File: src/hw/rtl/vsp_ram.sv
`default_nettype none
// ----------------------------------------------------------------------------
// vsp_ram
// Generic simple dual-port RAM: one write port, one read port, registered
// read data that holds while the read enable is low.
// ----------------------------------------------------------------------------
module vsp_ram #(
  parameter int WIDTH  = 8,
  parameter int DEPTH  = 256,
  parameter int ADDR_W = (DEPTH > 1) ? $clog2(DEPTH) : 1
) (
  input  wire logic              clk,
  input  wire logic              we,
  input  wire logic [ADDR_W-1:0] waddr,
  input  wire logic [WIDTH-1:0]  wdata,
  input  wire logic              re,
  input  wire logic [ADDR_W-1:0] raddr,
  output logic      [WIDTH-1:0]  rdata
);

  logic [WIDTH-1:0] mem_r [DEPTH];
  logic [WIDTH-1:0] rdata_r;

  // write port
  always_ff @(posedge clk) begin
    if (we) begin
      mem_r[waddr] <= wdata;
    end
  end

  // registered read port
  always_ff @(posedge clk) begin
    if (re) begin
      rdata_r <= mem_r[raddr];
    end
  end

  assign rdata = rdata_r;

endmodule
`default_nettype wire

File: config.mk
export PLATFORM = sky130hd
export DESIGN_NAME = vsp_ram
export DESIGN_NICKNAME = d
export VERILOG_FILES = /design/src/hw/rtl/vsp_ram.sv
export SDC_FILE = /design/constraint.sdc
export NUM_CORES = 2
export LEC_CHECK = 0
export BUFFER_PORTS_ARGS = -buffer_cell sky130_fd_sc_hd__buf_4
export CAP_MARGIN = 20
export CORE_ASPECT_RATIO = 1.1
export CORE_UTILIZATION = 50
export DETAILED_ROUTE_END_ITERATION = 10
export GPL_TIMING_DRIVEN = 0
export PLACE_DENSITY = 0.65
export RECOVER_POWER = 100
export SLEW_MARGIN = 40
export SYNTH_ARGS = -nofsm -noshare
export SYNTH_HDL_FRONTEND = slang
export SYNTH_SLANG_ARGS = --single-unit
export TNS_END_PERCENT = 30
File: constraint.sdc
create_clock -name clk -period 4.83 [get_ports clk]
set_input_delay 0.2415 -clock clk [delete_from_list [all_inputs] [get_ports clk]]
set_output_delay 0.2415 -clock clk [all_outputs]
set_load 0.01 [all_outputs]
==> summary.txt <==
CP endpoint kind -> register
MaxCap Viol Count -> 24
GRT Util Overall -> 29.6%
initial core utilization -> 50.4%
status -> finished with violations
internal power -> 28.7 mW
slowest CP cell -> clkbuf_1
CP Max Fanout -> 10
Area contributors post-synth -> edfxtp_1, mux4_2, mux2i_1, nor2_1, a22oi_1
post-CTS setup buffers -> 0
CP startpoint -> raddr[1]
Max stage delay on crit path -> 1140 ps
number of top-level pins -> 35
Sw Ratio -> 22.2%
Worst setup SP type -> input pin
area grow syn2layout -> 12.5%
Comb pwr share -> 5.8%
Sw Pwr -> 8.18 mW
width of the die -> 383 um
worst-path cell chain -> buf_2 > buf_4 > buf_2 > clkbuf_1 > mux4_2 > a22oi_1 > a21oi_1 > nor4_1 > nor4_1
Finished Cell Area -> 0.0896 mm^2
period utilization -> 88.5%
Clock transition at path regs -> 70 ps
commonest non-fill, non-tap cell in the layout -> edfxtp_1
maximum VDD drop -> 296 uV
Routed WL per cell -> 37.6 um
fillers -> 11,700
commonest cells after routing, fill and taps aside -> edfxtp_1, mux4_2, nor2_1
setup TNS -> 0 ps
Final Wtd Congestion -> 0.963
Yosys Warn Count -> 0
Worst Max-Slew Pin Slew -> 4010 ps
CTS max path bufs -> 3
initial antenna violation count -> 12
CTS Buf Count -> 197
clock root buffer -> clkbuf_16
count of input and output buffers -> 27
arrival time of the worst setup path -> 4750 ps
WP buf/inv -> 4
via count -> 41,300
sequential share of power -> 53.4%
Post-Synthesis Cells -> 3,733
number of vias per cell -> 6.60
Pwr Density -> 412 mW/mm^2
die height -> 421 um
EDFF count, synth -> 2,056
critical path required time -> 5300 ps
RSZ-0062 raised after global routing -> false
Final Hold Fails -> 0
Hold Path Origin -> waddr[4]
Worst Skew -> 35.8 ps
largest net degree at the start of global routing -> 104
final worst path period need -> 4270 ps
Detailed Routing Iterations Pass 1 -> 9
Final #Nets -> 4,023
max_slew headroom -> -167%
WS Path Type -> input pin to register
register-to-register setup slack -> 1200 ps
CTS tree -> built
total global routing overflow -> 0
# DRC -> 16
Routed Antenna Nets -> 0
overall die area -> 0.161 mm^2
Total Routed Length -> 235,000 um
Primary FF master, synth -> edfxtp_1
Reg2Reg Launch Point -> mem_r[83][6]
mapped cell area -> 0.0796 mm^2
placed cell area -> 0.0836 mm^2
synth unique cells -> 54
post-DP HPWL -> 161,000 um
layout cell share with drive strength beyond 1 -> 22.8%
1st-iter DRT viols -> 5,921
delay-heaviest family, CP -> buffers and inverters
Leakage -> 27.6 nW
top-area cell type share of the netlist area -> 77.5%
vias in the first global route -> 40,200
register area share after synthesis -> 77.5%
Syn Nets -> 3,760
Peak Freq -> 0.234 GHz
Clock power frac -> 40.8%
H-tree levels -> 4
Async SR Flop Fraction -> 0%
FF+latch count, synth -> 2,056
CTS Sinks -> 2,056
Core Area -> 0.158 mm^2
worst skew pair latency -> 850 ps
row cnt -> 153
first-pass GRT wire length -> 322,000 um
failing checks -> DRC, capacitance limit, slew limit
max-slew violations -> 858
# setup viols final -> 0
Yosys top cell by area -> edfxtp_1
hold crit path type -> input pin to register
post-synthesis area per instance -> 21.3 um^2
## worst paths after layout
kind	depth (start not counted)	to
worst min register to register	5	rdata[7]
worst max-delay path	9	rdata[3]
worst min-delay path	3	mem_r[189][2]
worst max register to register	6	rdata[6]
## power by group through the flow
| stage | combinational (mW) | sequential [mW] | clock, mW |
|---|---|---|---|
| final | 2.15 | 19.7 | 15.1 |
| after global routing | 2.18 | 19.7 | 15.7 |
| after CTS | 2.12 | 19.7 | 15.1 |
| after detailed placement | 2.11 | 20.1 | 0 |
| after global placement | 1.99 | 20.1 | 0 |
| after floorplan | 0.956 | 20.1 | 0 |
## layout make-up
cell class | instances | area (um^2) | area share, %
Clock inverter | 120 | 1090 | 1.21
Clock buffer | 242 | 5140 | 5.74
Inverter | 2 | 7.51 | 0.00838
Antenna cell | 4 | 10.0 | 0.0112
Sequential cell | 2056 | 61700 | 68.9
Multi-Input combinational cell | 1442 | 16600 | 18.5
Buffer | 233 | 1520 | 1.69
Tap cell | 2092 | 2620 | 2.92
Timing Repair Buffer | 64 | 832 | 0.929
## worst register-to-register path, stage by stage (launching register included)
cell and delay [ps]:
edfxtp_1 360, mux4_2 500, a22o_1 280, a221oi_1 820, o32ai_2 240, nor3_1 810
nor4_2 290
## synth_stat cells, types with 24 or more instances
| cell | count |
|---|---|
| a22oi_1 | 133 |
| nand3_1 | 34 |
| a21oi_1 | 96 |
| edfxtp_1 | 2056 |
| mux4_2 | 454 |
| o22ai_1 | 28 |
| o221ai_1 | 46 |
| mux2i_1 | 134 |
| nor2b_1 | 31 |
| buf_2 | 31 |
| nor4_1 | 24 |
| buf_4 | 27 |
| nor2_1 | 282 |
| clkbuf_1 | 111 |
| nand2_1 | 33 |
## state kept, by name, indices dropped and copies added, names as in the netlist
signal,flops
mem_r,2048
rdata,8
## logic make-up after synthesis
logic type,Yosys count,share of synthesized area [%]
mux,591,14.6
simple gates,466,2.63
compound gates,385,3.42
buf+inv,235,1.83
flops,2056,77.5
## per-stage QoR
stage / hold slack [ps] / util (%) / instances / setup WS, ps / power, mW
2_1_floorplan: 340 / - / 3733 / 2510 / 21.0
3_3_place_gp: 523 / 52.1 / 5852 / -695 / 22.1
3_5_place_dp: 532 / 52.9 / 5880 / 323 / 22.2
4_1_cts: 152 / 56.9 / 6251 / 1210 / 36.9
5_1_grt: 318 / 56.6 / 6251 / 773 / 37.6
6_report: 300 / 56.6 / 6255 / 555 / 36.9
## per-layer routing
layer | wire (um) | global-route usage (%)
met1 | 86200 | 39.4
met2 | 110000 | 46.1
met3 | 25800 | 7.03
met4 | 13500 | 14.7
met5 | 89 | 0
## repair_timing
action | 4_1_cts | 5_1_grt
gates resized for setup | 0 | 0
hold endpoints to repair | 498 | 0
hold buffers | 9 | 0
Note: power is estimated with default switching activity, not from simulation.
