`config.mk`:
```
export PLATFORM = sky130hd
export DESIGN_NAME = vsp_timing
export DESIGN_NICKNAME = d
export VERILOG_FILES = /design/src/hw/rtl/vsp_pkg.sv /design/src/hw/rtl/vsp_timing.sv
export SDC_FILE = /design/constraint.sdc
export NUM_CORES = 1
export LEC_CHECK = 0
export ABC_CLOCK_PERIOD_IN_PS = 9200
export BUFFER_PORTS_ARGS = -buffer_cell sky130_fd_sc_hd__buf_2
export CORE_MARGIN = 5
export CORE_UTILIZATION = 40
export DETAILED_ROUTE_END_ITERATION = 12
export PLACE_DENSITY_LB_ADDON = 0.1
export SETUP_SLACK_MARGIN = 0.4
export SYNTH_ARGS = -nofsm -noshare
export SYNTH_HDL_FRONTEND = slang
export SYNTH_SLANG_ARGS = --single-unit
```
`constraint.sdc`:
```
create_clock -name clk -period 9.2 [get_ports clk]
set_input_delay 1.38 -clock clk [delete_from_list [all_inputs] [get_ports clk]]
set_output_delay 1.38 -clock clk [all_outputs]
set_load 0.02 [all_outputs]
```
`src/hw/rtl/vsp_pkg.sv`:
```
`default_nettype none
// ----------------------------------------------------------------------------
// vsp_pkg
// Shared types, register codes, reset values and the colour palette for the
// vga scanout block.
// ----------------------------------------------------------------------------
package vsp_pkg;

  // geometry defaults for the frame buffer
  localparam int SCREEN_WIDTH_DEF  = 320;
  localparam int SCREEN_HEIGHT_DEF = 240;

  // configuration port
  localparam int REG_W     = 10;
  localparam int CFG_IDX_W = 3;

  localparam logic [CFG_IDX_W-1:0] CFG_H_TOTAL     = 3'd0;
  localparam logic [CFG_IDX_W-1:0] CFG_HSYNC_START = 3'd1;
  localparam logic [CFG_IDX_W-1:0] CFG_HSYNC_LEN   = 3'd2;
  localparam logic [CFG_IDX_W-1:0] CFG_V_TOTAL     = 3'd3;
  localparam logic [CFG_IDX_W-1:0] CFG_V_VISIBLE   = 3'd4;
  localparam logic [CFG_IDX_W-1:0] CFG_VSYNC_START = 3'd5;
  localparam logic [CFG_IDX_W-1:0] CFG_VSYNC_LEN   = 3'd6;

  // register reset values
  localparam logic [REG_W-1:0] H_TOTAL_RST     = 10'd400;
  localparam logic [REG_W-1:0] HSYNC_START_RST = 10'd328;
  localparam logic [REG_W-1:0] HSYNC_LEN_RST   = 10'd48;
  localparam logic [REG_W-1:0] V_TOTAL_RST     = 10'd525;
  localparam logic [REG_W-1:0] V_VISIBLE_RST   = 10'd480;
  localparam logic [REG_W-1:0] VSYNC_START_RST = 10'd490;
  localparam logic [REG_W-1:0] VSYNC_LEN_RST   = 10'd2;

  // item operations
  localparam logic OP_TICK  = 1'b0;
  localparam logic OP_WRITE = 1'b1;

  typedef struct packed {
    logic              op;
    logic [15:0]       fb_addr;
    logic [7:0]        fb_data;
  } vsp_in_t;

  typedef struct packed {
    logic [5:0]        color;
    logic              hsync_n;
    logic              vsync_n;
    logic              active;
  } vsp_out_t;

  typedef struct packed {
    logic [REG_W-1:0]  h_total;
    logic [REG_W-1:0]  hsync_start;
    logic [REG_W-1:0]  hsync_len;
    logic [REG_W-1:0]  v_total;
    logic [REG_W-1:0]  v_visible;
    logic [REG_W-1:0]  vsync_start;
    logic [REG_W-1:0]  vsync_len;
  } vsp_cfg_t;

  // per-pixel raster status handed from timing to the output stage
  typedef struct packed {
    logic              active;
    logic              hsync_n;
    logic              vsync_n;
    logic              odd;
  } vsp_pix_t;

  // fixed 16-entry palette, 2 bits per channel
  function automatic logic [5:0] palette6(input logic [3:0] nib);
    logic [5:0] c;
    case (nib)
      4'h0:    c = 6'h00;
      4'h1:    c = 6'h02;
      4'h2:    c = 6'h20;
      4'h3:    c = 6'h22;
      4'h4:    c = 6'h08;
      4'h5:    c = 6'h0A;
      4'h6:    c = 6'h28;
      4'h7:    c = 6'h2A;
      4'h8:    c = 6'h00;
      4'h9:    c = 6'h03;
      4'hA:    c = 6'h30;
      4'hB:    c = 6'h33;
      4'hC:    c = 6'h0C;
      4'hD:    c = 6'h0F;
      4'hE:    c = 6'h3C;
      4'hF:    c = 6'h3F;
      default: c = 6'h00;
    endcase
    return c;
  endfunction

endpackage
`default_nettype wire

```
`src/hw/rtl/vsp_timing.sv`:
```
`default_nettype none
// ----------------------------------------------------------------------------
// vsp_timing
// Raster counters with sync windows. Tracks the buffer row and its byte base
// alongside the line counter so the read address needs no multiply or modulo.
// ----------------------------------------------------------------------------
module vsp_timing #(
  parameter int SCREEN_WIDTH  = vsp_pkg::SCREEN_WIDTH_DEF,
  parameter int SCREEN_HEIGHT = vsp_pkg::SCREEN_HEIGHT_DEF,
  parameter int ADDR_W        = 16
) (
  input  wire logic              clk,
  input  wire logic              rst_n,
  input  wire vsp_pkg::vsp_cfg_t cfg,
  input  wire logic              advance,
  output vsp_pkg::vsp_pix_t      pix,
  output logic [ADDR_W-1:0]      rd_addr
);
  import vsp_pkg::*;

  localparam int ROW_BYTES = (SCREEN_WIDTH + 1) / 2;
  localparam int ROW_W     = $clog2(SCREEN_HEIGHT + 1);

  logic [REG_W-1:0]  h_r, h_nxt, v_r, v_nxt;
  logic [REG_W-1:0]  h_inc, v_inc, h_off, v_off;
  logic [ROW_W-1:0]  row_r, row_nxt;
  logic [ADDR_W-1:0] base_r, base_nxt;
  logic              h_wrap, v_wrap, row_last;

  // sync windows and visible area for the current position
  always_comb begin
    h_off       = h_r - cfg.hsync_start;
    v_off       = v_r - cfg.vsync_start;
    pix.active  = ({1'b0, h_r} < (REG_W+1)'(SCREEN_WIDTH)) && (v_r < cfg.v_visible);
    pix.hsync_n = !((h_r >= cfg.hsync_start) && (h_off < cfg.hsync_len));
    pix.vsync_n = !((v_r >= cfg.vsync_start) && (v_off < cfg.vsync_len));
    pix.odd     = h_r[0];
  end

  assign rd_addr = base_r + ADDR_W'(h_r[REG_W-1:1]);

  // counter advance; a new even line moves on to the next buffer row
  always_comb begin
    h_inc    = h_r + 10'd1;
    v_inc    = v_r + 10'd1;
    h_wrap   = (h_inc >= cfg.h_total) || (h_inc == '0);
    v_wrap   = (v_inc >= cfg.v_total) || (v_inc == '0);
    row_last = (row_r == ROW_W'(SCREEN_HEIGHT - 1));
    h_nxt    = h_r;
    v_nxt    = v_r;
    row_nxt  = row_r;
    base_nxt = base_r;
    if (advance) begin
      if (!h_wrap) begin
        h_nxt = h_inc;
      end else begin
        h_nxt = '0;
        if (v_wrap) begin
          v_nxt    = '0;
          row_nxt  = '0;
          base_nxt = '0;
        end else begin
          v_nxt = v_inc;
          if (!v_inc[0]) begin
            if (row_last) begin
              row_nxt  = '0;
              base_nxt = '0;
            end else begin
              row_nxt  = row_r + ROW_W'(1);
              base_nxt = base_r + ADDR_W'(ROW_BYTES);
            end
          end
        end
      end
    end
  end

  always_ff @(posedge clk) begin
    if (!rst_n) begin
      h_r    <= '0;
      v_r    <= '0;
      row_r  <= '0;
      base_r <= '0;
    end else begin
      h_r    <= h_nxt;
      v_r    <= v_nxt;
      row_r  <= row_nxt;
      base_r <= base_nxt;
    end
  end

endmodule
`default_nettype wire

```
==> summary.md <==
| Metric | Value |
|---|---|
| Status | `completed` |
| DR vias | `4334` |
| Setup_tns | `0 ps` |
| ANT cells | `0` |
| PD cells | `79.7 mW/mm2` |
| Yosys reg bits | `39` |
| # nets final | `837` |
| Type of the worst min-delay path | `register to register` |
| Filler Cell Count | `1157` |
| CTS clk-pin slew, worst paths | `60 ps` |
| CP Max Fanout | `2` |
| Critical path type | `input pin to output pin` |
| Pre-CTS WS | `~3600 ps` |
| Full die area | `0.0142 mm2` |
| CTS sink count | `39` |
| GR Overflow Total | `0` |
| Share of layout cells above drive strength 1 | `0.175` |
| H-tree Lvls | `2` |
| XOR/XNOR Fraction of Synth Area | `0.0719` |
| Mux contribution to synthesized area | `0.0108` |
| R2R setup slack | `approximately 5000 ps` |
| WP data arrival | `between 4000 and 5000 ps` |
| Asr flop ratio synth | `0` |
| Fin util | `0.461` |
| Starting DRT DRC Count | `~160` |
| Syn nets | `approximately 770` |
| Placeable core region | `0.0115 mm2` |
| Cell family with most CP delay | `compound AO/OA/AOI/OAI gates` |
| Largest family of logic cells by synthesized area | `simple AND/OR/NAND/NOR gates` |
| Top cell type's share of synthesized area | `0.198` |
| Setup Viol. Count Final | `0` |
| # Post-CTS Setup Buffers | `0` |
| Avg Inst Size Synth | `approximately 7.7 um2` |
| Critical path, cell by cell | `buf_2 -> ha_1 -> inv_1 -> fa_1 -> a21o_1 -> a21oi_1 -> nor2b_1 -> o21a_1 -> o41ai_1 -> xnor2_1 -> ha_1 -> a2111oi_0 -> o21ai_0 -> buf_2` |
| Final hold vios | `0` |
| I/O Buffers | `92` |
| Slowest-stage cell, CP | `o41ai_1` |
| Minimum clock period | `~5600 ps` |
| DRT Wirelength | `11400 um` |
| Placed insts | `~820` |
| Gate Count Post-Synth | `619` |
| RSZ-0062 raised after global routing | `no` |
| Worst Tran Pin Value | `~800 ps` |
| Remaining antenna violation count after routing | `0` |
| Clk_skew | `between 5 and 6 ps` |
| Clk_lat worst skew | `280 ps` |
| Remaining DRCs | `0` |
| Die Wd | `119 um` |
| Initial Util | `0.412` |
| Compound-cell area share of the yosys netlist | `0.207` |
| Fin cells | `830` |
| I/O pins | `93` |
| Relative slew margins | `0.449` |
| CTS resizes | `0` |
| Routability cong. | `0.786` |
| Sequential area share after synthesis | `0.164` |
| LEAKAGE | `2.55 nW` |
| HPWL after DPL | `8980 um` |
| Prevailing post-synth register cell | `dfxtp_1` |
| CTS tree | `yes` |
| CTS Buffer Depth | `2` |
| Critical Path RT | `between 7000 and 8000 ps` |
| Total GRT Usage | `0.159` |
| FMAX | `about 180 MHz` |
| EDFF count, synth | `0` |
| Startpoint types | `input pin` |
| Final Max Tran Viols | `0` |
| Max VDD drop | `0.0701 mV` |
| CP max stage delay | `between 400 and 500 ps` |
| Final WS setup | `3630 ps` |
| Pre-antenna DRT Iters | `4` |
| Synthesized area | `around 0.0047 mm2` |
| CP Buf/Inv Count | `3` |
| Area Overhead vs Synth | `11.7%` |
| First-pass GRT wire length | `~19000 um` |
| Crit. End Element | `output pin` |
| # hold bufs at CTS | `0` |
| Power Total | `0.423 mW` |
| Wire per inst | `13.7 um` |
| Vias in the first global route | `4159` |
| TritonCTS Buffers | `5` |
| Root Buffer | `clkbuf_16` |
| Die Ht | `roughly 120 um` |
| Area leader, netlist | `ha_1` |
| Simple-gate share of the synthesized area | `0.228` |
| Ys Warns | `0` |
| Antenna violations before repair | `1` |
| Synth cell types | `65` |
| Num rows | `39` |
| Area contributors post-synth | `ha_1 (20%), dfxtp_1 (16%), inv_1 (6.4%), xnor2_1 (4.8%), o21ai_0 (3.7%)` |
| Final Cycle Share | `0.605` |
| Max cap viols | `0` |
| Via/cell ratio | `5.22` |
| Pin count of the biggest net entering global routing | `45` |
| Adder-cell area share of the yosys netlist | `0.206` |
area by class of cell:
cell class | count | area [um2] | share of cell area
multi-input combinational | 468 | 3440 | 0.648
sequential | 39 | 781 | 0.147
timing repair buffer | 92 | 460 | 0.0868
inverter | 81 | 304 | 0.0573
tap | 143 | 179 | 0.0337
clock buffer | 6 | 139 | 0.0262
clock inverter | 1 | 5.00 | 0.000944
per-stage QoR:
step / hold slack (ps) / area (um2)
6_report: 475 / 5300
5_1_grt: 486 / 5300
4_1_cts: 471 / 5300
3_5_place_dp: 453 / 5160
3_3_place_gp: 446 / 5160
2_1_floorplan: 424 / 4750
layer usage:
layer	track usage	up-vias	part of all wire
li1	-	2314	-
met4	0.0311	2	0.0056
met1	0.221	1942	0.50
met3	0.0213	8	0.036
met2	0.264	68	0.46
met5	0	-	0.00062
kinds of logic after synthesis:
logic type / Yosys count
DFF: 39
adders and majority gates: 77
xor gates and xnor gates: 39
buffers and inverters: 112
and+or+nand+nor: 202
muxes: 5
AOI/OAI and AO/OA: 145
registers in the layout (all words and copies together), names as in the netlist:
| name | cells |
|---|---|
| v_r | 10 |
| h_r | 10 |
| row_r | 8 |
| base_r | 11 |
synthesized netlist by cell type, drive strengths merged, types with 13 or more instances:
| library cell | instances |
|---|---|
| clkbuf | 15 |
| nor3 | 22 |
| xor2 | 13 |
| dfxtp | 39 |
| ha | 75 |
| nor2 | 40 |
| buf | 16 |
| o21ai | 36 |
| nand3 | 29 |
| nand2 | 40 |
| a21boi | 16 |
| nand4 | 15 |
| nor2b | 15 |
| a21oi | 33 |
| inv | 81 |
| xnor2 | 26 |
final timing paths:
check	endpoint	cells after the start	start
hold / removal	row_r[7]$_SDFFE_PN0P_	1	row_r[7]$_SDFFE_PN0P_
setup / recovery	pix[2]	14	cfg[50]
hold reg to reg	row_r[7]$_SDFFE_PN0P_	1	row_r[7]$_SDFFE_PN0P_
setup reg to reg	base_r[9]$_SDFFE_PN0P_	12	v_r[0]$_SDFFE_PN0P_
where the power goes:
group          total (mW)  switching, mW  internal (mW)
Sequential          0.171        0.00140          0.170
Clock               0.171         0.0655          0.106
Combinational      0.0806         0.0408         0.0398
Total               0.423          0.108          0.315
placed cells by master (no fill, tap or decap), types with 6 or more instances in the layout:
master | netlist | layout
a211oi_1 | 8 | 8
a21boi_0 | 14 | 14
a21oi_1 | 33 | 33
buf_2 | 4 | 92
dfxtp_1 | 39 | 39
ha_1 | 75 | 75
inv_1 | 81 | 81
nand2_1 | 40 | 40
nand3_1 | 27 | 27
nand3b_1 | 6 | 6
nand4_1 | 15 | 15
nor2_1 | 39 | 39
nor2b_1 | 15 | 15
nor3_1 | 22 | 22
o211ai_1 | 7 | 7
o21a_1 | 7 | 7
o21ai_0 | 35 | 35
xnor2_1 | 26 | 26
xor2_1 | 13 | 13
Note: power is estimated with default switching activity, not from simulation.
