## src/hw/rtl/vsp_pkg.sv

```systemverilog
`default_nettype none
// ----------------------------------------------------------------------------
// vsp_pkg
// Shared types, register codes, reset values and the colour palette for the
// vga scanout block.
// ----------------------------------------------------------------------------
package vsp_pkg;

  // geometry defaults for the frame buffer
  localparam int SCREEN_WIDTH_DEF  = 320;
  localparam int SCREEN_HEIGHT_DEF = 240;

  // configuration port
  localparam int REG_W     = 10;
  localparam int CFG_IDX_W = 3;

  localparam logic [CFG_IDX_W-1:0] CFG_H_TOTAL     = 3'd0;
  localparam logic [CFG_IDX_W-1:0] CFG_HSYNC_START = 3'd1;
  localparam logic [CFG_IDX_W-1:0] CFG_HSYNC_LEN   = 3'd2;
  localparam logic [CFG_IDX_W-1:0] CFG_V_TOTAL     = 3'd3;
  localparam logic [CFG_IDX_W-1:0] CFG_V_VISIBLE   = 3'd4;
  localparam logic [CFG_IDX_W-1:0] CFG_VSYNC_START = 3'd5;
  localparam logic [CFG_IDX_W-1:0] CFG_VSYNC_LEN   = 3'd6;

  // register reset values
  localparam logic [REG_W-1:0] H_TOTAL_RST     = 10'd400;
  localparam logic [REG_W-1:0] HSYNC_START_RST = 10'd328;
  localparam logic [REG_W-1:0] HSYNC_LEN_RST   = 10'd48;
  localparam logic [REG_W-1:0] V_TOTAL_RST     = 10'd525;
  localparam logic [REG_W-1:0] V_VISIBLE_RST   = 10'd480;
  localparam logic [REG_W-1:0] VSYNC_START_RST = 10'd490;
  localparam logic [REG_W-1:0] VSYNC_LEN_RST   = 10'd2;

  // item operations
  localparam logic OP_TICK  = 1'b0;
  localparam logic OP_WRITE = 1'b1;

  typedef struct packed {
    logic              op;
    logic [15:0]       fb_addr;
    logic [7:0]        fb_data;
  } vsp_in_t;

  typedef struct packed {
    logic [5:0]        color;
    logic              hsync_n;
    logic              vsync_n;
    logic              active;
  } vsp_out_t;

  typedef struct packed {
    logic [REG_W-1:0]  h_total;
    logic [REG_W-1:0]  hsync_start;
    logic [REG_W-1:0]  hsync_len;
    logic [REG_W-1:0]  v_total;
    logic [REG_W-1:0]  v_visible;
    logic [REG_W-1:0]  vsync_start;
    logic [REG_W-1:0]  vsync_len;
  } vsp_cfg_t;

  // per-pixel raster status handed from timing to the output stage
  typedef struct packed {
    logic              active;
    logic              hsync_n;
    logic              vsync_n;
    logic              odd;
  } vsp_pix_t;

  // fixed 16-entry palette, 2 bits per channel
  function automatic logic [5:0] palette6(input logic [3:0] nib);
    logic [5:0] c;
    case (nib)
      4'h0:    c = 6'h00;
      4'h1:    c = 6'h02;
      4'h2:    c = 6'h20;
      4'h3:    c = 6'h22;
      4'h4:    c = 6'h08;
      4'h5:    c = 6'h0A;
      4'h6:    c = 6'h28;
      4'h7:    c = 6'h2A;
      4'h8:    c = 6'h00;
      4'h9:    c = 6'h03;
      4'hA:    c = 6'h30;
      4'hB:    c = 6'h33;
      4'hC:    c = 6'h0C;
      4'hD:    c = 6'h0F;
      4'hE:    c = 6'h3C;
      4'hF:    c = 6'h3F;
      default: c = 6'h00;
    endcase
    return c;
  endfunction

endpackage
`default_nettype wire

```

## src/hw/rtl/vsp_out_stage.sv

```systemverilog
`default_nettype none
// ----------------------------------------------------------------------------
// vsp_out_stage
// Read-data stage and output register: picks the nibble from the buffer byte,
// maps it through the palette and holds the result until it is taken.
// ----------------------------------------------------------------------------
module vsp_out_stage (
  input  wire logic              clk,
  input  wire logic              rst_n,
  input  wire logic              issue,
  input  wire vsp_pkg::vsp_pix_t pix,
  input  wire logic [7:0]        rd_data,
  output logic                   s1_ready,
  output logic                   out_valid,
  input  wire logic              out_ready,
  output vsp_pkg::vsp_out_t      out_data
);
  import vsp_pkg::*;

  logic     s1_valid_r, out_valid_r;
  vsp_pix_t s1_pix_r;
  vsp_out_t out_data_r;
  vsp_out_t res;
  logic     out_free;
  logic [3:0] nib;

  assign out_free = !out_valid_r || out_ready;
  assign s1_ready = !s1_valid_r || out_free;

  // colour lookup from the byte returned by the buffer
  always_comb begin
    nib         = s1_pix_r.odd ? rd_data[7:4] : rd_data[3:0];
    res.color   = s1_pix_r.active ? palette6(nib) : 6'd0;
    res.hsync_n = s1_pix_r.hsync_n;
    res.vsync_n = s1_pix_r.vsync_n;
    res.active  = s1_pix_r.active;
  end

  // read stage control
  always_ff @(posedge clk) begin
    if (!rst_n) begin
      s1_valid_r <= 1'b0;
    end else if (s1_ready) begin
      s1_valid_r <= issue;
    end
  end

  always_ff @(posedge clk) begin
    if (issue) begin
      s1_pix_r <= pix;
    end
  end

  // output register
  always_ff @(posedge clk) begin
    if (!rst_n) begin
      out_valid_r <= 1'b0;
    end else if (out_free) begin
      out_valid_r <= s1_valid_r;
    end
  end

  always_ff @(posedge clk) begin
    if (out_free && s1_valid_r) begin
      out_data_r <= res;
    end
  end

  assign out_valid = out_valid_r;
  assign out_data  = out_data_r;

endmodule
`default_nettype wire

```

## config.mk

```make
export PLATFORM = sky130hd
export DESIGN_NAME = vsp_out_stage
export DESIGN_NICKNAME = d
export VERILOG_FILES = /design/src/hw/rtl/vsp_pkg.sv /design/src/hw/rtl/vsp_out_stage.sv
export SDC_FILE = /design/constraint.sdc
export NUM_CORES = 1
export LEC_CHECK = 0
export BUFFER_PORTS_ARGS = -buffer_cell sky130_fd_sc_hd__buf_2
export CAP_MARGIN = 10
export CORE_AREA = 3 3 40 42
export DETAILED_ROUTE_END_ITERATION = 6
export DIE_AREA = 0 0 43 45
export GPL_ROUTABILITY_DRIVEN = 0
export GPL_TIMING_DRIVEN = 0
export PLACE_DENSITY = 0.74
export SKIP_CTS_REPAIR_TIMING = 1
export SLEW_MARGIN = 40
export SYNTH_ARGS = -nofsm -noshare
export SYNTH_HDL_FRONTEND = slang
export SYNTH_SLANG_ARGS = --single-unit
```

## constraint.sdc

```tcl
create_clock -name clk -period 3.35 [get_ports clk]
set_input_delay 0 -clock clk [delete_from_list [all_inputs] [get_ports clk]]
set_output_delay 0 -clock clk [all_outputs]
set_load 0.01 [all_outputs]
```

==> results.json, run 1 <==
{
  "ff_latch_area_sq_um": 430,
  "drtIter0Drc": 16,
  "remaining_drc_errors": 0,
  "synth_area_leader_cell": "edfxtp_1",
  "yosysMostFrequentCell": "edfxtp_1",
  "slew_headroom_pct": 49.3,
  "drt.antenna.violating_nets": 0,
  "insertion_delay_ns": 0.27,
  "r2r-start": "out_valid",
  "grt_pass1_vias": 394,
  "finClkSkew_ns": 0.00415,
  "finalCriticalPeriod_ns": 1.44,
  "crit_start": "out_valid",
  "cp.arrival_ns": 1.34,
  "cts-root-buf": "clkbuf_4",
  "crit_chain": "nor2b_2 -> nor2b_1",
  "critPathSlowestCell": "nor2b_1",
  "synthTopCellsByCount": "edfxtp_1 (13), nand2_1 (6)",
  "drv_slew": 0,
  "synth-seq-cells": 15,
  "wirelength_mm": 1.04,
  "die_y_microns": 45,
  "timing.critical_path.buf_inv": 0,
  "min_period_over_period_pct": 42.9,
  "hp-class": "in2reg",
  "synth_edf_count": 13,
  "tightestPinTransition_ns": 0.759,
  "rsz0062_at_grt": "no",
  "synth_area_leaders": "edfxtp_1 (69%), dfxtp_1 (7.1%), nand2_1 (4.0%)",
  "diodes": 0,
  "cp-start-kind": "register",
  "setup_viol": 0,
  "p_per_area_mw_per_mm2": 456,
  "fin_ws_ns": 1.91,
  "dp_slack_ns": 1.91,
  "syn_area_sq_um": 562,
  "whs_path_depth": 1,
  "ios": 27,
  "row_count": 13,
  "synth_cell_types": 14,
  "multi_input_area_sq_um": 131,
  "synth_top_area_share_pct": 69.5,
  "core_area_sq_mm": 0.00128,
  "finalPower_uw": 359,
  "reg2reg_depth": 2,
  "status": "finished clean",
  "nFillCells": 114,
  "crit_required_ns": 3.25,
  "dpl.hpwl_microns": 765,
  "grt_pass1_wl_mm": 1.49,
  "cts_buffer_depth": 2,
  "cp_max_fo": 9,
  "ys_warn_count": 0,
  "grt_overflow": 0,
  "start_util_pct": 43.7,
  "endpoint_kind": "register",
  "async_flop_share_pct": 0,
  "hold_viol": 0,
  "area_growth_pct": 40.1,
  "cts_tree": "built",
  "maxCapViolCount": 0,
  "via_per_inst": 4.84,
  "die_w_microns": 43,
  "synth_cells": 36,
  "cp.depth": 2,
  "cts_buffers": 3,
  "grt_util_all_layers_pct": 10.7,
  "clock.fmax_mhz": 696,
  "dr.pass1.iters": 3,
  "clkTransAtPathRegs_ns": 0.08,
  "grt_max_degree": 10,
  "final.setup.tns_ns": 0,
  "vias": 416,
  "synth_fp_nets": 52,
  "clock_sinks": 15,
  "port_buffers": 26,
  "ys_seq_area_share_pct": 76.6,
  "power.leakage_uw": 0.000331,
  "drive_gt1_share_pct": 42.3,
  "crit_path_max_incr_delay_ns": 0.60,
  "finish.net_count": 88,
  "die_area_sq_mm": 0.00194,
  "crit_family": "simple AND/OR/NAND/NOR gates",
  "hold_start": "issue",
  "htree_num_levels": 1,
  "ys.flop_type": "edfxtp_1",
  "crit_type": "reg2reg",
  "wl_per_cell_microns": 12.1,
  "antenna_found_initial": 0,
  "avgSynthCellArea_sq_um": 15.6,
  "ir_worst_vdd_mv": 0.325
}
-- path summary, 6_finish.rpt --
path	slack (ns)	end
max	1.91	out_data[6]
min	0.003	s1_pix_r[0]
max reg2reg	1.91	out_data[6]
min reg2reg	0.42	out_data[2]
-- report_power, final --
group          total [uW]  switching (uW)  internal, uW  leakage [uW]
clock network        96.9            50.9          46.0     0.0000150
registers             223            5.90           217      0.000140
logic                39.5            18.1          21.4      0.000175
-- cells in the final DEF (no fill, tap or decap), drive strengths merged, types with 2 or more instances in the layout --
master / netlist / routed
a21boi: 2 / 2
buf: 0 / 26
clkbuf: 0 / 4
dfxtp: 2 / 2
dlygate4sd3: 0 / 5
edfxtp: 13 / 13
nand2: 6 / 6
nand2b: 2 / 2
nor2b: 3 / 3
o22ai: 2 / 2
-- layout make-up --
| class | instances | area share (%) |
|---|---|---|
| timing repair buffer | 31 | 22.9 |
| multi-input combinational | 21 | 16.7 |
| tap | 15 | 2.38 |
| clock buffer | 4 | 3.34 |
| sequential | 15 | 54.7 |
-- flip-flops by register name (all words and copies together) (netlist names) --
| name | count |
|---|---|
| res | 3 |
| out_data | 9 |
| out_valid | 1 |
| s1_pix_r | 1 |
| s1_valid_r | 1 |
-- layer usage --
layer | wire (microns) | GRT usage (%) | up-vias
met4 | 5 | 5.42 | 0
met5 | 0 | 0 | -
li1 | - | - | 206
met3 | 75 | 3.19 | 2
met1 | 347 | 9.30 | 193
met2 | 609 | 21.6 | 15
-- logic make-up (layout without fill, tap and decap cells) --
logic type             after synthesis  after routing  share of synthesized area, %
AOI/OAI and AO/OA                    6              6                          7.79
DFF                                 15             15                          76.6
and+or+nand+nor                     14             14                          13.8
muxes                                1              1                          1.78
buffers and inverters                0             35                             0
-- through the flow --
step / area [sq um] / hold WS [ns] / utilization [%] / instances
after global routing: 787 / 0.00271 / 61.2 / 86
after detailed placement: 711 / 0.179 / 55.3 / 77
after floorplan: 562 / 0.0989 / - / 36
final: 787 / 0.00314 / 61.2 / 86
after CTS: 737 / -0.105 / 57.4 / 81
after global placement: 711 / 0.177 / 55.3 / 77
(Power assumes the default switching activity.)
==> run 2, diff against run 1 <==
--- a/config.mk
+++ b/config.mk
@@ -7,12 +7,12 @@
 export LEC_CHECK = 0
 export BUFFER_PORTS_ARGS = -buffer_cell sky130_fd_sc_hd__buf_2
 export CAP_MARGIN = 10
-export CORE_AREA = 3 3 40 42
+export CORE_MARGIN = 3
+export CORE_UTILIZATION = 38
 export DETAILED_ROUTE_END_ITERATION = 6
-export DIE_AREA = 0 0 43 45
 export GPL_ROUTABILITY_DRIVEN = 0
 export GPL_TIMING_DRIVEN = 0
-export PLACE_DENSITY = 0.74
+export PLACE_DENSITY = 0.7
 export SKIP_CTS_REPAIR_TIMING = 1
 export SLEW_MARGIN = 40
 export SYNTH_ARGS = -nofsm -noshare
==> constraint.sdc (replaced) <==
create_clock -name clk -period 1.2 [get_ports clk]
set_input_delay 0 -clock clk [delete_from_list [all_inputs] [get_ports clk]]
set_output_delay 0 -clock clk [all_outputs]
set_load 0.01 [all_outputs]
==> results.json, run 2 (synthesized netlist as in run 1, its figures left out) <==
{
  "nFillCells": 106,
  "status": "finished clean",
  "grt_util_all_layers_pct": 10.9,
  "dr.pass1.iters": 4,
  "power.leakage_uw": 0.000340,
  "largest_register_ff_count": 9,
  "endpoint_kind": "output pin",
  "insertion_delay_ns": 0.28,
  "vias": 428,
  "r2r-start": "out_valid",
  "highest_layer": "met3",
  "core_area_sq_mm": 0.00135,
  "die_area_sq_mm": 0.00198,
  "cts-root-buf": "clkbuf_4",
  "wirelength_mm": 1.01,
  "area_growth_pct": 43.4,
  "tightestPinTransition_ns": 0.259,
  "maxCapViolCount": 0,
  "wl_per_cell_microns": 11.6,
  "route.met3.wl_microns": 91,
  "hp-class": "in2reg",
  "holdPathEnd": "out_data[7]",
  "finish.net_count": 89,
  "cp-start-kind": "register",
  "rsz0062_at_grt": "no",
  "cts_tree": "built",
  "diodes": 0,
  "die_w_microns": 44.5,
  "clock_sinks": 15,
  "crit_type": "reg2out",
  "reg2reg_to": "out_data[5]",
  "final_cell_mix": "buf_2 (26), edfxtp_1 (13), nand2_1 (6), dlygate4sd3_1 (6), clkbuf_4 (3)",
  "port_buffers": 26,
  "cp.arrival_ns": 1.06,
  "hold_start": "rd_data[7]",
  "drtIter0Drc": 5,
  "fin_ws_ns": 0.137,
  "start_util_pct": 41.6,
  "setup_viol": 0,
  "grt_max_degree": 10,
  "remaining_drc_errors": 0,
  "hold_viol": 0,
  "drt-met1-wl_microns": 379,
  "htree_num_levels": 1,
  "ios": 27,
  "drive_gt1_share_pct": 44.4,
  "ir_worst_vdd_mv": 0.755,
  "via_per_inst": 4.92,
  "grt_pass1_vias": 367,
  "mostFrequentLayoutCell": "buf_2",
  "dp_slack_ns": 0.00427,
  "grt_overflow": 0,
  "cp_max_fo": 4,
  "grt_pass1_wl_mm": 1.46,
  "finClkSkew_ns": 0.00363,
  "routed-wl-met2_microns": 542,
  "crit_required_ns": 1.20,
  "final.setup.tns_ns": 0,
  "drv_slew": 0,
  "p_per_area_mw_per_mm2": 1260,
  "antenna_found_initial": 0,
  "reg2reg_depth": 2,
  "clock.fmax_mhz": 941,
  "whs_path_depth": 3,
  "drt.antenna.violating_nets": 0,
  "row_count": 13,
  "min_period_over_period_pct": 88.5,
  "finalCriticalPeriod_ns": 1.06,
  "clkTransAtPathRegs_ns": 0.09,
  "die_y_microns": 44.5,
  "cts_buffer_depth": 2,
  "worst-r2r-setup-slack_ns": 0.15,
  "cts_buffers": 3,
  "slew_headroom_pct": 82.7
}
-- run 2: cell count changes in the layout (fill, tap and decap cells not counted) --
cell	change
nor2b_4	+1
dlygate4sd3_1	+1
clkbuf_1	-1
clkinv_2	+1
nor2b_1	-1
-- run 2: layout make-up --
class | instances | area [sq um] | area share [%]
flip-flops and latches | 15 | 430 | 53.4
well taps | 15 | 18.8 | 2.33
multi-input cells | 21 | 139 | 17.2
clock inverters | 1 | 5.00 | 0.621
clock buffers | 3 | 22.5 | 2.80
repair buffers | 32 | 190 | 23.6
-- run 2: worst max path at each step --
stage                         start          end  slack [ns]  cells past startpoint
after floorplan           out_valid  out_data[0]        0.07                      2
after global placement    out_valid  out_data[4]        0.03                      2
after detailed placement  out_valid  out_data[4]       0.004                      2
after CTS                 out_valid  out_data[1]      -0.007                      2
after global routing      out_valid     s1_ready        0.03                      3
final                     out_valid     s1_ready        0.14                      3
-- run 2: where the power goes --
part / switching [uW] / leakage, uW / internal, uW / total, uW
registers: 16.3 / 0.000140 / 605 / 621
logic: 50.8 / 0.000182 / 63.8 / 115
clock network: 156 / 0.0000177 / 124 / 279
total: 223 / 0.000340 / 792 / 1010
-- run 2: layer usage --
metal	vias up	GRT usage, %
li1	210	-
met1	195	11.3
met2	23	17.7
met3	0	4.88
met4	0	7.23
met5	-	0
-- run 2: worst max-delay path: stages, from the launching register on --
cell and delay, ns:
dfxtp_1 0.33, nor2b_2 0.24, nand2_1 0.08, buf_2 0.14
-- run 2: stage by stage --
stage	hold WS, ns	utilization [%]	area (sq um)	power (uW)	instances
3_5_place_dp	0.179	52.8	713	731	77
2_1_floorplan	0.0989	-	564	677	36
4_1_cts	-0.117	54.9	741	1010	81
5_1_grt	0.0540	59.7	806	1070	87
3_3_place_gp	0.176	52.8	713	728	77
6_report	0.0485	59.7	806	1010	87
==> run 3, diff against run 2 <==
--- a/config.mk
+++ b/config.mk
@@ -13,6 +13,7 @@
 export GPL_ROUTABILITY_DRIVEN = 0
 export GPL_TIMING_DRIVEN = 0
 export PLACE_DENSITY = 0.7
+export REMOVE_ABC_BUFFERS = 1
 export SKIP_CTS_REPAIR_TIMING = 1
 export SLEW_MARGIN = 40
 export SYNTH_ARGS = -nofsm -noshare
==> results.json, run 3 (synthesized netlist as in run 1, its figures left out) <==
{
  "status": "finished clean",
  "grt_util_all_layers_pct": 10.7,
  "via_per_inst": 4.85,
  "insertion_delay_ns": 0.28,
  "area_growth_pct": 43.4,
  "clkTransAtPathRegs_ns": 0.08,
  "highest_layer": "met4",
  "whs_ns": 0.0477,
  "maxCapViolCount": 0,
  "cts_buffers": 3,
  "remaining_drc_errors": 0,
  "cts-root-buf": "clkbuf_4",
  "cts_tree": "built",
  "start_util_pct": 41.6,
  "tightestPinTransition_ns": 0.268,
  "cp_max_fo": 4,
  "crit_chain": "nor2b_2 -> nand2_1 -> buf_2",
  "grt_overflow": 0,
  "drt-met1-wl_microns": 357,
  "die_y_microns": 44.5,
  "hp-class": "in2reg",
  "diodes": 0,
  "p_sw_uw": 218,
  "p_int_uw": 792,
  "die_w_microns": 44.5,
  "finish.net_count": 89,
  "grt_max_degree": 10,
  "clock_sinks": 15,
  "dr.pass1.iters": 4,
  "switching_share_pct": 21.6,
  "ios": 27,
  "nFillCells": 109,
  "row_count": 13,
  "timing.critical_path.buf_inv": 1,
  "antenna_found_initial": 0,
  "hold_viol": 0,
  "min_period_over_period_pct": 88.9,
  "crit_family": "flip-flops",
  "drtIter0Drc": 5,
  "final_cell_mix": "buf_2 (26), edfxtp_1 (13), nand2_1 (6), dlygate4sd3_1 (6), clkbuf_4 (3)",
  "die_area_sq_mm": 0.00198,
  "route.met3.wl_microns": 82,
  "grt_pass1_wl_mm": 1.42,
  "clock.fmax_mhz": 938,
  "endpoint_kind": "output pin",
  "critPathSlowestCell": "dfxtp_1",
  "htree_num_levels": 1,
  "cp-start-kind": "register",
  "slew_headroom_pct": 82.1,
  "final_cells": 87,
  "dpl.cell_count": 77,
  "finalCriticalPeriod_ns": 1.07,
  "mostFrequentLayoutCell": "buf_2",
  "p_per_area_mw_per_mm2": 1250,
  "wl_per_cell_microns": 12.0,
  "cp.arrival_ns": 1.07,
  "crit_type": "reg2out",
  "drive_gt1_share_pct": 44.4,
  "setup_viol": 0,
  "drt.antenna.violating_nets": 0,
  "drv_slew": 0,
  "comb_power_share_pct": 11.4,
  "routed-wl-met2_microns": 575,
  "pwr-share-clk_pct": 27.1,
  "rsz0062_at_grt": "no",
  "largest_register_ff_count": 9,
  "wirelength_mm": 1.04,
  "crit_path_max_incr_delay_ns": 0.33,
  "cts_buffer_depth": 2,
  "seqPwrFrac_pct": 61.5,
  "core_area_sq_mm": 0.00135,
  "grt_pass1_vias": 382,
  "power.leakage_uw": 0.000340,
  "crit_required_ns": 1.20,
  "finClkSkew_ns": 0.00338,
  "port_buffers": 26,
  "vias": 422,
  "ir_worst_vdd_mv": 0.848
}
## run 3: cell counts in the layout (fill, tap and decap cells not counted)
No cell type changed its count.
## run 3: per-stage QoR
step	utilization, %	instance area [sq um]	setup WS, ns	TNS, ns	power, uW
floorplan	-	562	-0.116	-1.04	676
global placement	52.6	711	-0.193	-1.74	727
detailed placement	52.6	711	-0.230	-2.06	732
CTS	54.7	738	-0.238	-2.12	1010
global route	59.7	806	0.0308	0	1070
finish	59.7	806	0.134	0	1010
## run 3: worst paths after layout
| kind | from | endpoint | slack [ns] | cells after the start |
|---|---|---|---|---|
| hold / removal | rd_data[7] | out_data[7] | 0.05 | 3 |
| setup reg to reg | out_valid | out_data[7] | 0.14 | 2 |
| hold reg to reg | res[2] | out_data[2] | 0.43 | 0 |
| setup / recovery | out_valid | s1_ready | 0.13 | 3 |
## run 3: cell type report
type | instances | area [sq um] | area share (%)
Tap cell | 15 | 18.8 | 2.33
Clock buffer | 3 | 22.5 | 2.80
Timing Repair Buffer | 32 | 190 | 23.6
Clock inverter | 1 | 5.00 | 0.621
Multi-Input combinational cell | 21 | 139 | 17.2
Sequential cell | 15 | 430 | 53.4
## run 3: tightest hold or removal path, cell delays in order
cell and delay [ns]:
buf_2 0.09, nand4_1 0.08, nand2_1 0.06
## run 3: metal layers
layer	global-route usage (%)	vias up
li1	-	207
met1	8.09	194
met2	20.1	17
met3	6.91	4
met4	5.42	0
met5	0	-
## run 3: power groups by stage
| stage | combinational [uW] | clock, uW | sequential [uW] |
|---|---|---|---|
| floorplan | 35.1 | 0 | 641 |
| global placement | 95.1 | 0 | 632 |
| detailed placement | 97.7 | 0 | 634 |
| CTS | 97.8 | 287 | 622 |
| global route | 125 | 321 | 627 |
| finish | 115 | 274 | 622 |
